### config.mk
export PLATFORM = sky130hd
export DESIGN_NAME = sgdm_front_flat
export DESIGN_NICKNAME = d
export VERILOG_FILES = /design/src/sgdm_pkg.sv /design/src/sgdm_ifs.sv /design/src/sgdm_front.sv /design/src/flat_wrapper.sv
export SDC_FILE = /design/constraint.sdc
export NUM_CORES = 1
export LEC_CHECK = 0
export ABC_AREA = 0
export BUFFER_PORTS_ARGS = -buffer_cell sky130_fd_sc_hd__clkbuf_2
export CORE_MARGIN = 2
export CORE_UTILIZATION = 49
export CTS_CLUSTER_SIZE = 20
export DETAILED_ROUTE_END_ITERATION = 8
export GPL_ROUTABILITY_DRIVEN = 0
export PLACE_DENSITY_LB_ADDON = 0.3
export SYNTH_ARGS = -nofsm -noshare
export SYNTH_HDL_FRONTEND = slang
export SYNTH_SLANG_ARGS = --single-unit
export TNS_END_PERCENT = 30
### constraint.sdc
create_clock -name clk -period 6.3 [get_ports clk]
set_input_delay 0.63 -clock clk [delete_from_list [all_inputs] [get_ports clk]]
set_output_delay 0.63 -clock clk [all_outputs]
set_load 0.02 [all_outputs]
### src/sgdm_pkg.sv
// ----------------------------------------------------------------------------
// sgdm package
// shared widths, register indexes, types and saturation helper
// ----------------------------------------------------------------------------
package sgdm_pkg;

	localparam int unsigned PARAM_COUNT_DEF = 1024;
	localparam int unsigned FRAC_BITS_DEF   = 16;

	localparam int unsigned IDX_W     = 10;
	localparam int unsigned VAL_W     = 32;
	localparam int unsigned CFG_W     = 17;
	localparam int unsigned REG_IDX_W = 4;

	localparam logic [REG_IDX_W-1:0] REG_LR            = 4'd0;
	localparam logic [REG_IDX_W-1:0] REG_RATE_DECAY    = 4'd1;
	localparam logic [REG_IDX_W-1:0] REG_WEIGHT_DECAY  = 4'd2;
	localparam logic [REG_IDX_W-1:0] REG_MOMENTUM      = 4'd3;
	localparam logic [REG_IDX_W-1:0] REG_DAMPENING     = 4'd4;
	localparam logic [REG_IDX_W-1:0] REG_NESTEROV      = 4'd5;
	localparam logic [REG_IDX_W-1:0] REG_ELEM_DECAY    = 4'd6;
	localparam logic [REG_IDX_W-1:0] REG_ELEM_RATE     = 4'd7;

	localparam logic signed [63:0] SAT_MAX = 64'sh0000_0000_7FFF_FFFF;
	localparam logic signed [63:0] SAT_MIN = 64'shFFFF_FFFF_8000_0000;

	typedef struct packed {
		logic [CFG_W-1:0] learning_rate;
		logic [CFG_W-1:0] rate_decay;
		logic [CFG_W-1:0] weight_decay;
		logic [CFG_W-1:0] momentum;
		logic [CFG_W-1:0] dampening;
		logic             nesterov_enable;
		logic             use_element_decay;
		logic             use_element_rate;
	} cfg_t;

	typedef struct packed {
		logic [IDX_W-1:0] idx;
		logic [VAL_W-1:0] x;
		logic [VAL_W-1:0] g;
		logic [CFG_W-1:0] coef;
		logic [CFG_W-1:0] er;
		logic             last;
	} elem_t;

	typedef struct packed {
		logic  valid;
		elem_t elem;
	} qhead_t;

	typedef struct packed {
		logic step_inc;
		logic reload;
	} rate_ctl_t;

	function automatic logic signed [VAL_W-1:0] sat32(input logic signed [63:0] v);
		logic signed [VAL_W-1:0] r;
		if (v > SAT_MAX) begin
			r = SAT_MAX[VAL_W-1:0];
		end else if (v < SAT_MIN) begin
			r = SAT_MIN[VAL_W-1:0];
		end else begin
			r = v[VAL_W-1:0];
		end
		return r;
	endfunction

endpackage

### src/sgdm_ifs.sv
// ----------------------------------------------------------------------------
// sgdm channel interfaces
// element stream, result stream and register write channel
// ----------------------------------------------------------------------------
interface sgdm_item_if;
	import sgdm_pkg::*;
	logic             valid;
	logic             ready;
	logic [IDX_W-1:0] param_index;
	logic signed [VAL_W-1:0] param_value;
	logic signed [VAL_W-1:0] gradient;
	logic [CFG_W-1:0] element_decay;
	logic [CFG_W-1:0] element_rate;
	logic             last_of_step;
	modport source(output valid, param_index, param_value, gradient, element_decay,
		element_rate, last_of_step, input ready);
	modport sink(input valid, param_index, param_value, gradient, element_decay,
		element_rate, last_of_step, output ready);
endinterface


### src/sgdm_front.sv
// ----------------------------------------------------------------------------
// sgdm front
// accepts element beats, picks the decay coefficient, maps the velocity
// address and queues the element for the back end
// ----------------------------------------------------------------------------
module sgdm_front #(
	parameter int unsigned PARAM_COUNT = sgdm_pkg::PARAM_COUNT_DEF
) (
	input  logic                clk,
	input  logic                arst_n,
	sgdm_item_if.sink           item,
	input  sgdm_pkg::cfg_t      cfg,
	input  logic                pop,
	output sgdm_pkg::qhead_t    head,
	output logic [((PARAM_COUNT > 1) ? $clog2(PARAM_COUNT) : 1)-1:0] head_addr
);
	import sgdm_pkg::*;

	localparam int unsigned AW = (PARAM_COUNT > 1) ? $clog2(PARAM_COUNT) : 1;

	elem_t         mem_q  [2];
	logic [AW-1:0] addr_q [2];
	logic          wp_q;
	logic          rp_q;
	logic [1:0]    cnt_q;
	logic          push;
	elem_t         in_elem;
	logic [AW-1:0] in_addr;

	generate
		if (PARAM_COUNT >= (1 << IDX_W)) begin : g_direct
			assign in_addr = AW'(item.param_index);
		end else begin : g_wrap
			logic [AW-1:0] mod_tbl [1 << IDX_W];
			for (genvar i = 0; i < (1 << IDX_W); i++) begin : g_tbl
				assign mod_tbl[i] = AW'(i % PARAM_COUNT);
			end
			assign in_addr = mod_tbl[item.param_index];
		end
	endgenerate

	always_comb begin
		in_elem.idx  = item.param_index;
		in_elem.x    = item.param_value;
		in_elem.g    = item.gradient;
		in_elem.er   = item.element_rate;
		in_elem.last = item.last_of_step;
		if (cfg.weight_decay != '0) begin
			in_elem.coef = cfg.weight_decay;
		end else if (cfg.use_element_decay) begin
			in_elem.coef = item.element_decay;
		end else begin
			in_elem.coef = '0;
		end
	end

	assign item.ready = (cnt_q != 2'd2);
	assign push       = item.valid && item.ready;
	assign head.valid = (cnt_q != 2'd0);
	assign head.elem  = mem_q[rp_q];
	assign head_addr  = addr_q[rp_q];

	always_ff @(posedge clk) begin
		if (push) begin
			mem_q[wp_q]  <= in_elem;
			addr_q[wp_q] <= in_addr;
		end
	end

	always_ff @(posedge clk or negedge arst_n) begin
		if (!arst_n) begin
			wp_q  <= 1'b0;
			rp_q  <= 1'b0;
			cnt_q <= 2'd0;
		end else begin
			if (push) begin
				wp_q <= ~wp_q;
			end
			if (pop) begin
				rp_q <= ~rp_q;
			end
			cnt_q <= cnt_q + 2'(push) - 2'(pop);
		end
	end
endmodule

### src/flat_wrapper.sv
// flat-port wrapper written by rule: the top's interface ports become plain ports
module sgdm_front_flat import sgdm_pkg::*;
#(
	parameter int unsigned PARAM_COUNT = sgdm_pkg::PARAM_COUNT_DEF
)
  (clk, arst_n, cfg, pop, head, head_addr, item_valid, item_param_index, item_param_value, item_gradient, item_element_decay, item_element_rate, item_last_of_step, item_ready);
  sgdm_item_if item_i ();
  input  logic clk;
  input  logic arst_n;
  input  sgdm_pkg::cfg_t cfg;
  input  logic pop;
  output sgdm_pkg::qhead_t head;
  output logic [((PARAM_COUNT > 1) ? $clog2(PARAM_COUNT) : 1)-1:0] head_addr;
  input wire logic [$bits(item_i.valid)-1:0] item_valid;
  input wire logic [$bits(item_i.param_index)-1:0] item_param_index;
  input wire logic [$bits(item_i.param_value)-1:0] item_param_value;
  input wire logic [$bits(item_i.gradient)-1:0] item_gradient;
  input wire logic [$bits(item_i.element_decay)-1:0] item_element_decay;
  input wire logic [$bits(item_i.element_rate)-1:0] item_element_rate;
  input wire logic [$bits(item_i.last_of_step)-1:0] item_last_of_step;
  output wire logic [$bits(item_i.ready)-1:0] item_ready;
  assign item_i.valid = item_valid;
  assign item_i.param_index = item_param_index;
  assign item_i.param_value = item_param_value;
  assign item_i.gradient = item_gradient;
  assign item_i.element_decay = item_element_decay;
  assign item_i.element_rate = item_element_rate;
  assign item_i.last_of_step = item_last_of_step;
  assign item_ready = item_i.ready;
  sgdm_front #(.PARAM_COUNT(PARAM_COUNT)) u_core (.clk(clk), .arst_n(arst_n), .item(item_i), .cfg(cfg), .pop(pop), .head(head), .head_addr(head_addr));
endmodule
### Word level (Yosys, flattened, before mapping)

Memory sizes are Yosys's and may differ from the RTL's.
Cells that the tools add are included.

* bits in writable memories: 238
* output and inout bits: 121
* ROM bits: 0
* memories kept: 2
* latch bits: 0
* bits in registers: 4
* input port bits: 201

Memory list
* u_core.mem_q: words 2, width 109, read ports 1, clocked after Yosys merged registers in 0, wr ports 1, RTL line sgdm_front.sv:21 `elem_t mem_q [2];`
* u_core.addr_q: words 2, width 10, read ports 1, clocked after Yosys merged registers in 0, wr ports 1, RTL line sgdm_front.sv:22 `logic [AW-1:0] addr_q [2];`

* multiplexer cells: 4
* divide/modulo/power cells: 0
* shifts and indexed selects: 0
* bitwise logic cells: 2
* reductions and logical operators: 3
* equality and inequality tests: 1
* multiply operators: 0
* order comparisons: 0
* $add $sub $neg: 2

Operator list (count)
* 2-to-1 mux 17 bit: 2
* nonzero test 17 bit: 1
* adder 2 x 1 -> 2 bit: 1
* 2-to-1 mux 1 bit: 2
* inequality test 2 bit, second input constant: 1
* inverter 1 bit: 2
* nonzero test 2 bit: 1
* subtractor 2 x 1 -> 2 bit: 1
* logical AND 1 bit: 1

### Depth between registers and ports, before layout

* depth after elaboration: 4
* depth in mapped cells: 6
* mapped depth without buffers: 6

### Least setup slack after synthesis

Ideal clock, no wire load.

* kind: reg-to-reg
* start point: reg u_core.cnt_q[1]
* end point: mem u_core.addr_q[0][0] (netlist bit) (enable)
* slack: 0.436 ns
* setup time: 0.578 ns
* arrival: 5.286 ns
* period minus slack after synthesis: 5.864 ns
* stages on the path, launching flop included: 4
* path through: dfrtp_1 -> nand2b_1 -> nand2_1 -> nor2_1

* longest elaborated chain between the ends: 4

Ends and longest elaborated chain
* from (decl): RTL line sgdm_front.sv:25 `logic [1:0] cnt_q;`
* from (signal assigned): RTL line sgdm_front.sv:82 `cnt_q <= cnt_q + 2'(push) - 2'(pop);`
* inequality test 2 bit: RTL line sgdm_front.sv:57 `assign item.ready = (cnt_q != 2'd2);`
* named net item_ready: RTL line flat_wrapper.sv:21 `output wire logic [$bits(item_i.ready)-1:0] item_ready;`
* logical AND 1 bit: RTL line sgdm_front.sv:58 `assign push = item.valid && item.ready;`
* 2-to-1 mux 1 bit: RTL line sgdm_front.sv:64 `if (push) begin`
* 2-to-1 mux 1 bit (implied by the code): RTL line sgdm_front.sv:66 `addr_q[wp_q] <= in_addr;`
* to (decl): RTL line sgdm_front.sv:22

The timed path passes the listed nets, and every way through them passes these cells.

==> out/metrics.cfg <==
[run_status]
status=finished, final reports clean

[setup_path]
slowest_delay_ns=0.85
worstPathCellList=buf_4 -> mux2_2 -> clkbuf_2
critPathLaunch=u_core.rp_q
critPathRequiredTime_ns=5.67
endpoint_kind=output port
critPathBufInv=2
r2r-end=u_core.mem_q[1][61]
critPathTopFamily=buffers and inverters
crit_path_start_kind=flop
reg2regPathDepth=3
crit_path_end=head[102]
path_class=flop to output port
path_depth=3
r2r-start=u_core.cnt_q[1]
critPathArrivalTime_ns=2.79
crit_slowest_cell=dfrtp_4
critPathMaxFanout=64
r2r_setup_slack_ns=3.92

[clocking]
cts_max_level=1
cts_buffer_depth=3
worstSkewPairLatency_ns=0.48
root_buffer=clkbuf_16
tritoncts=done
clkTransAtPathRegs_ns=0.06
postCtsSetupBuffers=0
cts_buffers=22
cts.sinks=222

[worst_hold_path]
hold_path_startpoint=item_element_rate[12]
hold_depth=1
hold_path_class=primary input to flop

[layout]
postLayoutCellArea_sq_um=10400
area_delta_synth_final_pct=25.2
final_cells=883
insertedDiodeCount=0
utilization_pct=62.7
final_nets=851
most-common-layout-cells=251 x clkbuf_2, 218 x edfxtp_1, 109 x mux2_2
final_common_cell=clkbuf_2
drive_above_1_share_pct=60.6

[die]
initial_utilization_pct=50.1
die_x_um=134
io_pins=322
rows=47
die_area_sq_um=18100
fp.coreArea_sq_um=16600
die_h_um=134

[power_and_ir_drop]
finalPower_mw=4.97
power.density_nw_per_um2=476
p_leak_nw=4.04
ir_worst_vdd_mv=0.239

[grt]
globalRouteMet1Util_pct=19.1
grt_overflow=0
grt_max_degree=65
grt_pass1_wl_um=23100
track_usage_pct=16.1
grt_pass1_vias=4725
gr-max-usage-layer=met2
use_met3_pct=4.13
grt_antenna_before_repair=0
met2_usage_pct=28.7

[route]
finalWirelength_um=15200
post_drt_wl_per_cell_um=17.2
via_per_inst=5.02
drt_first_pass_iters=4
drc=0
postRouteAntennaNets=0
vias=4431
drt_iter0_drc=197

[logic_synthesis]
synth_compound_area_share_pct=1.78
synth_adder_area_share_pct=0.300
synthMuxAreaShare_pct=14.7
ys_warn_count=0
synth_area_sq_um=8340
synth_top_family_by_area=multiplexers
syn-instance-count=393
synth_seq_cells=222
synth_xor_area_share_pct=0.420
ys_seq_area_share_pct=79.7
yosys.area_share.simple_pct=1.09
synth_cell_type_count=22
syn-num-nets=596
synth_area_per_cell_sq_um=21.2

[sta]
fin_skew_ns=0.00703
hold_violations=0
final_max_slew_viol_count=0
final.setup.worst_slack_ns=2.88
rsz0062_at_grt=no
finalCritPeriodShare_pct=54.2
hold_ws_ns=0.334
tightest_slew_ns=0.862
finalSetupViolCount=0
finalCriticalPeriod_ns=3.42
max_freq_mhz=293
maxSlewHeadroom_pct=42.5
tns_ns=0

[placed_design]
dpl_worst_slack_ns=3.38
place_inst=843
place_hpwl_um=10100
place_area_sq_um=9760
numPortBuffers=251

[job]
maxCapViolations=0

==> how the worst min path moves through the flow <==
stage / end / slack [ns]
2_1_floorplan: u_core.cnt_q[0] / 0.33
3_3_place_gp: u_core.wp_q / 0.44
3_5_place_dp: u_core.wp_q / 0.45
4_1_cts: u_core.mem_q[0][17] / 0.31
5_1_grt: u_core.mem_q[1][13] / 0.31
6_report: u_core.mem_q[1][13] / 0.33
==> routing by layer <==
metal | vias up | wire [um]
li1 | 2061 | -
met1 | 2154 | 5990
met2 | 193 | 7760
met3 | 23 | 1080
met4 | 0 | 366
met5 | - | 0
==> state kept, by name, indices dropped and copies added, names as in the netlist <==
| name | count |
|---|---|
| u_core.addr_q | 19 |
| u_core.cnt_q | 2 |
| u_core.mem_q | 199 |
| u_core.rp_q | 1 |
| u_core.wp_q | 1 |
==> cell type report <==
type | count | area (sq um)
clock buffer | 29 | 598
clock inverter | 10 | 71.3
fill | 1247 | 6200
inverter | 3 | 11.3
multi-input combinational | 143 | 1540
sequential | 222 | 6650
tap | 220 | 275
timing repair buffer | 256 | 1300
==> cell families (layout without fill, tap and decap cells) <==
| group | Yosys count | count (layout) |
|---|---|---|
| xor gates and xnor gates | 4 | 4 |
| AOI/OAI and AO/OA | 17 | 17 |
| and+or+nand+nor | 11 | 11 |
| DFF | 222 | 222 |
| buffers and inverters | 28 | 298 |
| adders and majority gates | 2 | 2 |
| muxes | 109 | 109 |
==> cell usage after synthesis <==
cell / n / share of area, %
buf_2: 12 / 0.72
dfrtp_1: 4 / 1.2
a31o_2: 1 / 0.10
edfxtp_1: 218 / 78
buf_4: 10 / 0.90
or4_4: 2 / 0.27
buf_8: 1 / 0.18
nor2_8: 1 / 0.24
a31o_1: 16 / 1.7
clkbuf_1: 2 / 0.090
nor4_1: 2 / 0.15
or2_2: 1 / 0.075
mux2_2: 109 / 15
ha_1: 2 / 0.30
nand2_1: 1 / 0.045
inv_1: 3 / 0.13
nand2b_1: 1 / 0.075
xor2_1: 1 / 0.10
and4b_1: 1 / 0.12
and3_1: 1 / 0.075
nor2_1: 1 / 0.045
xnor2_1: 3 / 0.31
==> worst reg2reg max path, delay by kind of cell (launching register included) <==
| kind | cells | cell delay [ns] |
|---|---|---|
| simple gates | 2 | 0.80 |
| buf+inv | 1 | 0.77 |
| flops | 1 | 0.40 |
==> where the power goes <==
group,switching [mW],total (mW),internal [mW]
clock,0.498,1.21,0.707
combinational,0.996,1.61,0.619
sequential,0.130,2.15,2.02
==> what timing repair did <==
item	in CTS	in global routing
hold buffers	1	0
hold endpoints to repair	4	0
gates resized for setup	0	0
Power figures use the tool's default switching activity.
