File: config.mk
export PLATFORM = sky130hd
export DESIGN_NAME = sgdm_rate
export DESIGN_NICKNAME = d
export VERILOG_FILES = /design/src/sgdm_pkg.sv /design/src/sgdm_rate.sv
export SDC_FILE = /design/constraint.sdc
export NUM_CORES = 2
export LEC_CHECK = 0
export BUFFER_PORTS_ARGS = -buffer_cell sky130_fd_sc_hd__buf_2
export CORE_MARGIN = 2
export CORE_UTILIZATION = 27
export DETAILED_ROUTE_END_ITERATION = 7
export GPL_TIMING_DRIVEN = 0
export SLEW_MARGIN = 30
export SYNTH_ARGS = -nofsm -noshare
export SYNTH_HDL_FRONTEND = slang
export SYNTH_SLANG_ARGS = --single-unit
File: constraint.sdc
create_clock -name clk -period 7.35 [get_ports clk]
set_input_delay 1.8375 -clock clk [delete_from_list [all_inputs] [get_ports clk]]
set_output_delay 1.8375 -clock clk [all_outputs]
set_load 0.05 [all_outputs]
File: src/sgdm_pkg.sv
// ----------------------------------------------------------------------------
// sgdm package
// shared widths, register indexes, types and saturation helper
// ----------------------------------------------------------------------------
package sgdm_pkg;

	localparam int unsigned PARAM_COUNT_DEF = 1024;
	localparam int unsigned FRAC_BITS_DEF   = 16;

	localparam int unsigned IDX_W     = 10;
	localparam int unsigned VAL_W     = 32;
	localparam int unsigned CFG_W     = 17;
	localparam int unsigned REG_IDX_W = 4;

	localparam logic [REG_IDX_W-1:0] REG_LR            = 4'd0;
	localparam logic [REG_IDX_W-1:0] REG_RATE_DECAY    = 4'd1;
	localparam logic [REG_IDX_W-1:0] REG_WEIGHT_DECAY  = 4'd2;
	localparam logic [REG_IDX_W-1:0] REG_MOMENTUM      = 4'd3;
	localparam logic [REG_IDX_W-1:0] REG_DAMPENING     = 4'd4;
	localparam logic [REG_IDX_W-1:0] REG_NESTEROV      = 4'd5;
	localparam logic [REG_IDX_W-1:0] REG_ELEM_DECAY    = 4'd6;
	localparam logic [REG_IDX_W-1:0] REG_ELEM_RATE     = 4'd7;

	localparam logic signed [63:0] SAT_MAX = 64'sh0000_0000_7FFF_FFFF;
	localparam logic signed [63:0] SAT_MIN = 64'shFFFF_FFFF_8000_0000;

	typedef struct packed {
		logic [CFG_W-1:0] learning_rate;
		logic [CFG_W-1:0] rate_decay;
		logic [CFG_W-1:0] weight_decay;
		logic [CFG_W-1:0] momentum;
		logic [CFG_W-1:0] dampening;
		logic             nesterov_enable;
		logic             use_element_decay;
		logic             use_element_rate;
	} cfg_t;

	typedef struct packed {
		logic [IDX_W-1:0] idx;
		logic [VAL_W-1:0] x;
		logic [VAL_W-1:0] g;
		logic [CFG_W-1:0] coef;
		logic [CFG_W-1:0] er;
		logic             last;
	} elem_t;

	typedef struct packed {
		logic  valid;
		elem_t elem;
	} qhead_t;

	typedef struct packed {
		logic step_inc;
		logic reload;
	} rate_ctl_t;

	function automatic logic signed [VAL_W-1:0] sat32(input logic signed [63:0] v);
		logic signed [VAL_W-1:0] r;
		if (v > SAT_MAX) begin
			r = SAT_MAX[VAL_W-1:0];
		end else if (v < SAT_MIN) begin
			r = SAT_MIN[VAL_W-1:0];
		end else begin
			r = v[VAL_W-1:0];
		end
		return r;
	endfunction

endpackage

File: src/sgdm_rate.sv
// ----------------------------------------------------------------------------
// sgdm rate
// step counter and annealed step size, rate / (1 + steps * decay),
// by restoring division one quotient bit per cycle
// ----------------------------------------------------------------------------
module sgdm_rate #(
	parameter int unsigned FRAC_BITS = sgdm_pkg::FRAC_BITS_DEF
) (
	input  logic                       clk,
	input  logic                       arst_n,
	input  sgdm_pkg::cfg_t             cfg,
	input  sgdm_pkg::rate_ctl_t        ctl,
	output logic [sgdm_pkg::CFG_W-1:0] rate,
	output logic                       busy
);
	import sgdm_pkg::*;

	localparam int unsigned QB = CFG_W;
	localparam int unsigned DW = 32 + CFG_W + 1;
	localparam int unsigned SW = DW + QB - 1;
	localparam int unsigned CW = $clog2(QB);
	localparam logic [CFG_W-1:0] RATE_RST =
		CFG_W'(((64'd1 << FRAC_BITS) + 64'd500) / 64'd1000);

	typedef enum logic [3:0] {
		RS_IDLE = 4'b0001,
		RS_MUL  = 4'b0010,
		RS_PREP = 4'b0100,
		RS_DIV  = 4'b1000
	} rstate_t;

	rstate_t           state_q;
	logic [31:0]       step_q;
	logic [DW-1:0]     den_q;
	logic [DW-1:0]     rem_q;
	logic [SW-1:0]     dsh_q;
	logic [QB-1:0]     quo_q;
	logic [CW-1:0]     cnt_q;
	logic [CFG_W-1:0]  rate_q;
	logic [DW-2:0]     den_prod;
	logic              fits;

	assign den_prod = (DW-1)'(step_q) * (DW-1)'(cfg.rate_decay);
	assign fits     = SW'(rem_q) >= dsh_q;
	assign rate     = rate_q;
	assign busy     = (state_q != RS_IDLE);

	always_ff @(posedge clk) begin
		unique case (state_q)
			RS_MUL: begin
				den_q <= (DW'(1) << FRAC_BITS) + DW'(den_prod);
			end
			RS_PREP: begin
				rem_q <= (DW'(cfg.learning_rate) << FRAC_BITS) + (den_q >> 1);
				dsh_q <= SW'(den_q) << (QB - 1);
			end
			RS_DIV: begin
				if (fits) begin
					rem_q <= rem_q - DW'(dsh_q);
				end
				dsh_q <= dsh_q >> 1;
				quo_q <= {quo_q[QB-2:0], fits};
			end
			default: begin
			end
		endcase
	end

	always_ff @(posedge clk or negedge arst_n) begin
		if (!arst_n) begin
			state_q <= RS_IDLE;
			step_q  <= '0;
			cnt_q   <= '0;
			rate_q  <= RATE_RST;
		end else begin
			if (ctl.step_inc) begin
				step_q <= step_q + 32'd1;
			end
			if (ctl.step_inc || ctl.reload) begin
				state_q <= RS_MUL;
			end else begin
				unique case (state_q)
					RS_IDLE: begin
					end
					RS_MUL: begin
						state_q <= RS_PREP;
					end
					RS_PREP: begin
						state_q <= RS_DIV;
						cnt_q   <= CW'(QB - 1);
					end
					RS_DIV: begin
						if (cnt_q == '0) begin
							state_q <= RS_IDLE;
							rate_q  <= {quo_q[QB-2:0], fits};
						end else begin
							cnt_q <= cnt_q - CW'(1);
						end
					end
					default: begin
						state_q <= RS_IDLE;
					end
				endcase
			end
		end
	end
endmodule

After elaboration in Yosys (flattened, before gate mapping):

Cells that the tools add are included.

* register bits: 240
* input bits: 92
* output and inout bits: 18
* logic and storage cells: 40

* $add $sub $neg: 5
* $mul: 1
* magnitude comparators: 1
* eq/ne operators: 9
* multiplexer cells: 8
* bitwise gates (word level): 1
* reductions and logical operators: 7

Operator list (number)
* 66-bit one-hot mux with 2 select lines: 1
* 50-bit one-hot mux with 2 select lines: 1
* 50-bit by 66-bit >= comparator with 1-bit output: 1
* 17-bit by 49-bit adder with 50-bit output, first input constant: 1
* 33-bit by 49-bit adder with 50-bit output: 1
* 50-bit 2-to-1 mux: 1
* 50-bit subtractor: 1
* 32-bit by 17-bit multiplier with 49-bit output: 1
* 32-bit by 1-bit adder with 32-bit output, second input constant: 1
* 4-bit one-hot mux with 4 select lines: 1
* 5-bit one-hot mux with 2 select lines: 1
* 4-bit 2-to-1 mux: 2
* 2-bit != test, second input constant: 3
* 3-bit AND reduction: 2
* 5-bit logical NOT: 1
* 5-bit 2-to-1 mux: 1
* 5-bit by 1-bit subtractor with 5-bit output, second input constant: 1
* 4-bit by 1-bit == test with 1-bit output, second input constant: 1
* 4-bit by 2-bit == test with 1-bit output, second input constant: 1
* 4-bit by 3-bit == test with 1-bit output, second input constant: 1
* 4-bit == test, second input constant: 1
* 4-bit by 1-bit != test with 1-bit output, second input constant: 1
* 2-bit AND reduction: 2
* 3-bit != test, second input constant: 1
* 3 further kinds: 3

Depth between registers and ports, before layout:

* word-level depth: 4
* gate-level depth with buffers: 27
* mapped depth without buffers: 25

Least setup slack after synthesis:

Ideal clock, no wire load.

* kind: input-to-reg
* start: input port cfg[67] in the netlist's numbering
* end: register den_q[48] (data pin)
* library setup time: 273 ps
* data arrival time: 7705 ps
* required time: 7077 ps
* slack: -628 ps
* cell stages on the path: 23
* path buffers: 1
* cells stage by stage: clkbuf_1 nand2_1 fa_1 inv_1 fa_1 fa_1 fa_1 fa_1 inv_1 fa_1 inv_1 ha_1 o21ai_0 nor2_1 o41a_1 a311o_1 a31oi_4 o21ai_2 and2_1 o21ai_2 a21oi_1 a2111oi_0 a311oi_1

* word-level cells in the longest chain between the ends: 2

RTL lines
* start, declared: RTL line sgdm_rate.sv:11 `input sgdm_pkg::cfg_t cfg,`
* 32-bit by 17-bit multiplier with 49-bit output: RTL line sgdm_rate.sv:43 `assign den_prod = (DW-1)'(step_q) * (DW-1)'(cfg.rate_decay);`
* 17-bit by 49-bit adder with 50-bit output: RTL line sgdm_rate.sv:51 `den_q <= (DW'(1) << FRAC_BITS) + DW'(den_prod);`
* end signal, assigned: RTL line sgdm_rate.sv:51
* end, declared: RTL line sgdm_rate.sv:34 `logic [DW-1:0] den_q;`

Every way passes these cells.
A chain may end at the register's enable or synchronous reset.

Worst setup path after layout:

* start: input port cfg[61] in the netlist's numbering
* end: register den_q[49] (data pin)

Same word-level chain as after synthesis.

==> impl_summary.log <==
INFO  metric fin_ws = -205 ps
INFO  metric yosysTopAreaCell = sky130_fd_sc_hd__fa_1
INFO  metric most_frequent_cell_after_synthesis = sky130_fd_sc_hd__inv_1
INFO  metric endpoint_kind = flip-flop
INFO  metric setup_viol = 6
INFO  metric worst_pin_slew = between 900 and 1000 ps
INFO  metric synthArstFlopShare = between 20% and 30%
INFO  metric drive_gt1_share = between 10% and 20%
INFO  metric path_class = primary input to flip-flop
INFO  metric final.setup_skew = ~30 ps
INFO  metric post-layout-total-power = 14.5 mW
INFO  metric rows = about 120
INFO  metric synthTopCellsByArea = sky130_fd_sc_hd__fa_1 30%, sky130_fd_sc_hd__edfxtp_1 18%, sky130_fd_sc_hd__ha_1 9.2%
INFO  metric timing.hold.ws = 442 ps
INFO  metric cts.hold.buffers_added = 0
INFO  metric clock_transition_time_at_the_flip_flop_clock_pins_of_the_worst_setup_and_hold_paths = 60 ps
INFO  metric wl_cell = ~18 µm
INFO  metric synth-adder-area-share = 38.7%
INFO  metric hold_path_depth = 0
INFO  metric outcome = complete, but fails checks
INFO  metric clock_tree_from_tritoncts = yes
INFO  metric share_of_the_synthesized_area_in_compound_gates_ao_oa_aoi_oai = under 10%
INFO  metric port-buffer-count = 54
INFO  metric max_clock_freq = 132 MHz
INFO  metric synth.avg_cell_area = 9.36 µm²
INFO  metric post_route_drc_violation_count = 0
INFO  metric rsz_0062_raised_after_global_routing = true
INFO  metric setup.reg_to_reg.worst_slack = -40 ps
INFO  metric grt_first_pass_wirelength = ~140 mm
INFO  metric synth_cell_types = slightly below 70
INFO  metric place_area = ~33000 µm²
INFO  metric power.static_leakage = about 17 nW
INFO  metric power_density_over_the_cells = between 400 and 500 nW/µm²
INFO  metric fill_cell_count = between 10000 and 15000
INFO  metric cts-root-to-sink-buffers = 3
INFO  metric floorplan.initialDensity = 27.3%
INFO  metric dr.pass1.iters = 5
INFO  metric fin_area = 36200 µm²
INFO  metric hold_path.class = flip-flop to flip-flop
INFO  metric latest_clock_arrival_within_the_worst_skew_pair = ~600 ps
INFO  metric finalWorstPathRequiredPeriod = 7550 ps
INFO  metric post-place-ws = -1700 ps
INFO  metric worstPathMaxFanout = 7
INFO  metric post_synth_edffs = roughly 180
INFO  metric route.antenna.remaining_nets = 0
INFO  metric postSynthCellCount = 3274
INFO  metric post_drt_via_cell_ratio = between 4 and 5
INFO  metric area_fraction_of_the_dominant_cell_type_after_synthesis = between 20 and 30%
INFO  metric dominantRegCellSynth = sky130_fd_sc_hd__edfxtp_1
INFO  metric final_util = approximately 32%
INFO  metric timing.critical_path.from_type = primary input
INFO  metric yosys_warnings = 0
INFO  metric chipHeight = around 340 µm
INFO  metric ys_seq_elements = 240
INFO  metric final_period_util = 103%
INFO  metric timing.critical_path.required = 7680 ps
INFO  metric worstPathArrival = between 7000 and 8000 ps
INFO  metric htreeDepth = 1
INFO  metric clock-root-buffer = sky130_fd_sc_hd__clkbuf_16
INFO  metric timing.max_slew.rel_slack = between 30% and 40%
INFO  metric ys_seq_area_share = between 20% and 30%
INFO  metric gr-total-overflow = 0
INFO  metric numCtsBuffers = 30
INFO  metric via_count = about 23000
INFO  metric cts_sinks = 240
INFO  metric worst_r2r_path_depth = 26
INFO  metric area_growth = 18.0%
INFO  metric hold_path_startpoint = quo_q[11]
INFO  metric grt_pass1_vias = 23900
INFO  metric initial_antenna_violation_count = 1
INFO  metric crit_path_frequent_cell = sky130_fd_sc_hd__fa_1
INFO  metric gp_congestion = 0.931
INFO  metric fp.coreArea = about 110000 µm²
INFO  metric grt_max_degree = 40
INFO  metric cpMaxStageDelayCell = sky130_fd_sc_hd__fa_2
INFO  metric failing_checks = negative setup slack
INFO  metric crit-reg2reg-launch = step_q[15]
INFO  metric design.final.nets = 4217
INFO  metric synth_area = just over 30000 µm²
INFO  metric dr.first_iter.drc_count = between 1500 and 2000
INFO  metric timing.setup.tns = -758 ps
INFO  metric final_cell_count_no_fill = around 5000
INFO  metric die-area = approximately 120000 µm²
INFO  metric die_boundary_width = 341 µm
INFO  metric timing_hold_violations_final = 0
INFO  metric routed_wl = around 91 mm
INFO  metric post_synthesis_xor_xnor_area_fraction = roughly 4.3%
INFO  metric max_stage_delay = 580 ps
INFO  metric synthTopCellsByCount = 576 x sky130_fd_sc_hd__inv_1, 478 x sky130_fd_sc_hd__nand2_1, 452 x sky130_fd_sc_hd__fa_1, 275 x sky130_fd_sc_hd__and2_1, 226 x sky130_fd_sc_hd__ha_1
INFO  metric ioPinCount = 110
INFO  metric dominant_combinational_cell_family_by_area_after_synthesis = adder cells
INFO  metric synth.mux.area_fraction = less than 1%
INFO  metric placedCellCount = 4843
INFO  metric mappedNetlistNets = roughly 4000
INFO  metric ir_worst_vdd = 0.000980 V
INFO  metric final_number_of_max_transition_violations = 0
INFO  metric yosys.area_share.simple = 16.0%
INFO  metric dpl_wire_length = about 74 mm
INFO  metric critical_path.reg2reg.endpoint = den_q[49]
INFO  metric holdPathEnd = quo_q[12]
INFO  metric global_route.usage.total = about 16%
INFO  metric cap_violations = 0
[worst max-delay path by stage]
stage / from / endpoint
global placement: cfg[66] / den_q[47]
CTS: cfg[59] / den_q[49]
finish: cfg[61] / den_q[49]
floorplan: cfg[60] / den_q[48]
detailed placement: cfg[66] / den_q[47]
global route: cfg[58] / den_q[48]
[kinds of logic after synthesis]
group                      after synthesis
AOI/OAI and AO/OA                      421
and+or+nand+nor                       1020
muxes                                   17
buffers and inverters                  746
adders and majority gates              678
xor gates and xnor gates               152
DFF                                    240
[registers in the layout (all words and copies together), names as in the netlist]
register,flops
rem_q,50
dsh_q,66
cnt_q,5
rate,17
den_q,50
quo_q,16
state_q,4
step_q,32
[report_power, final]
group / leakage (nW) / internal (mW) / switching (mW) / total, mW
Combinational: 13.9 / 5.08 / 5.96 / 11.0
Clock: 0.470 / 0.831 / 0.608 / 1.44
Sequential: 2.49 / 1.99 / 0.0689 / 2.06
Total: 16.9 / 7.90 / 6.64 / 14.5
[critical path, delay by kind of cell]
family / cells / cell delay [ps]
adder cells (fa/ha/maj): 7 / 3360
AO/OA/AOI/OAI: 7 / 1230
buffers and inverters: 8 / 790
AND/OR/NAND/NOR: 4 / 580
XOR/XNOR: 1 / 80
[routing by layer]
layer	vias to the layer above	GRT usage, %	part of all wire [%]
met5	-	0	0
met4	0	5.69	4.1
met3	158	3.06	7.2
met2	720	25.8	46
met1	11400	20.7	43
li1	10600	-	-
[repair_timing]
| item | CTS | global route |
|---|---|---|
| setup endpoints to repair | 25 | 16 |
| pin swaps | 61 | 54 |
| buffers inserted | 45 | 32 |
| gates resized for setup | 205 | 80 |
[placed cells by master, fill, tap and decap left out, drive strengths merged, types with 12 or more instances in the layout]
cell type and count:
buf 163, xor2 51, and2 275, dfrtp 55, ha 226, fa 452, nand2 478, nor2 103
nand4 27, nand3 36, clkinv 12, a21o 63, a211oi 12, edfxtp 182, o21a 17, nor3 20
xnor2 101, a21oi 125, and3 16, o21ai 134, clkbuf 191, nor2b 22, inv 576, mux2 17
[cell type report]
type | instances | area, µm² | area share (%)
well taps | 1500 | 1880 | 5.19
multi-input cells | 2288 | 21500 | 59.5
flip-flops and latches | 240 | 6920 | 19.1
plain buffers | 165 | 1430 | 3.95
diodes | 1 | 2.50 | 0.00692
inverters | 576 | 2160 | 5.98
clock buffers | 43 | 841 | 2.32
repair buffers | 146 | 1300 | 3.59
clock inverters | 13 | 123 | 0.339
Note: power is estimated with default switching activity, not from simulation.
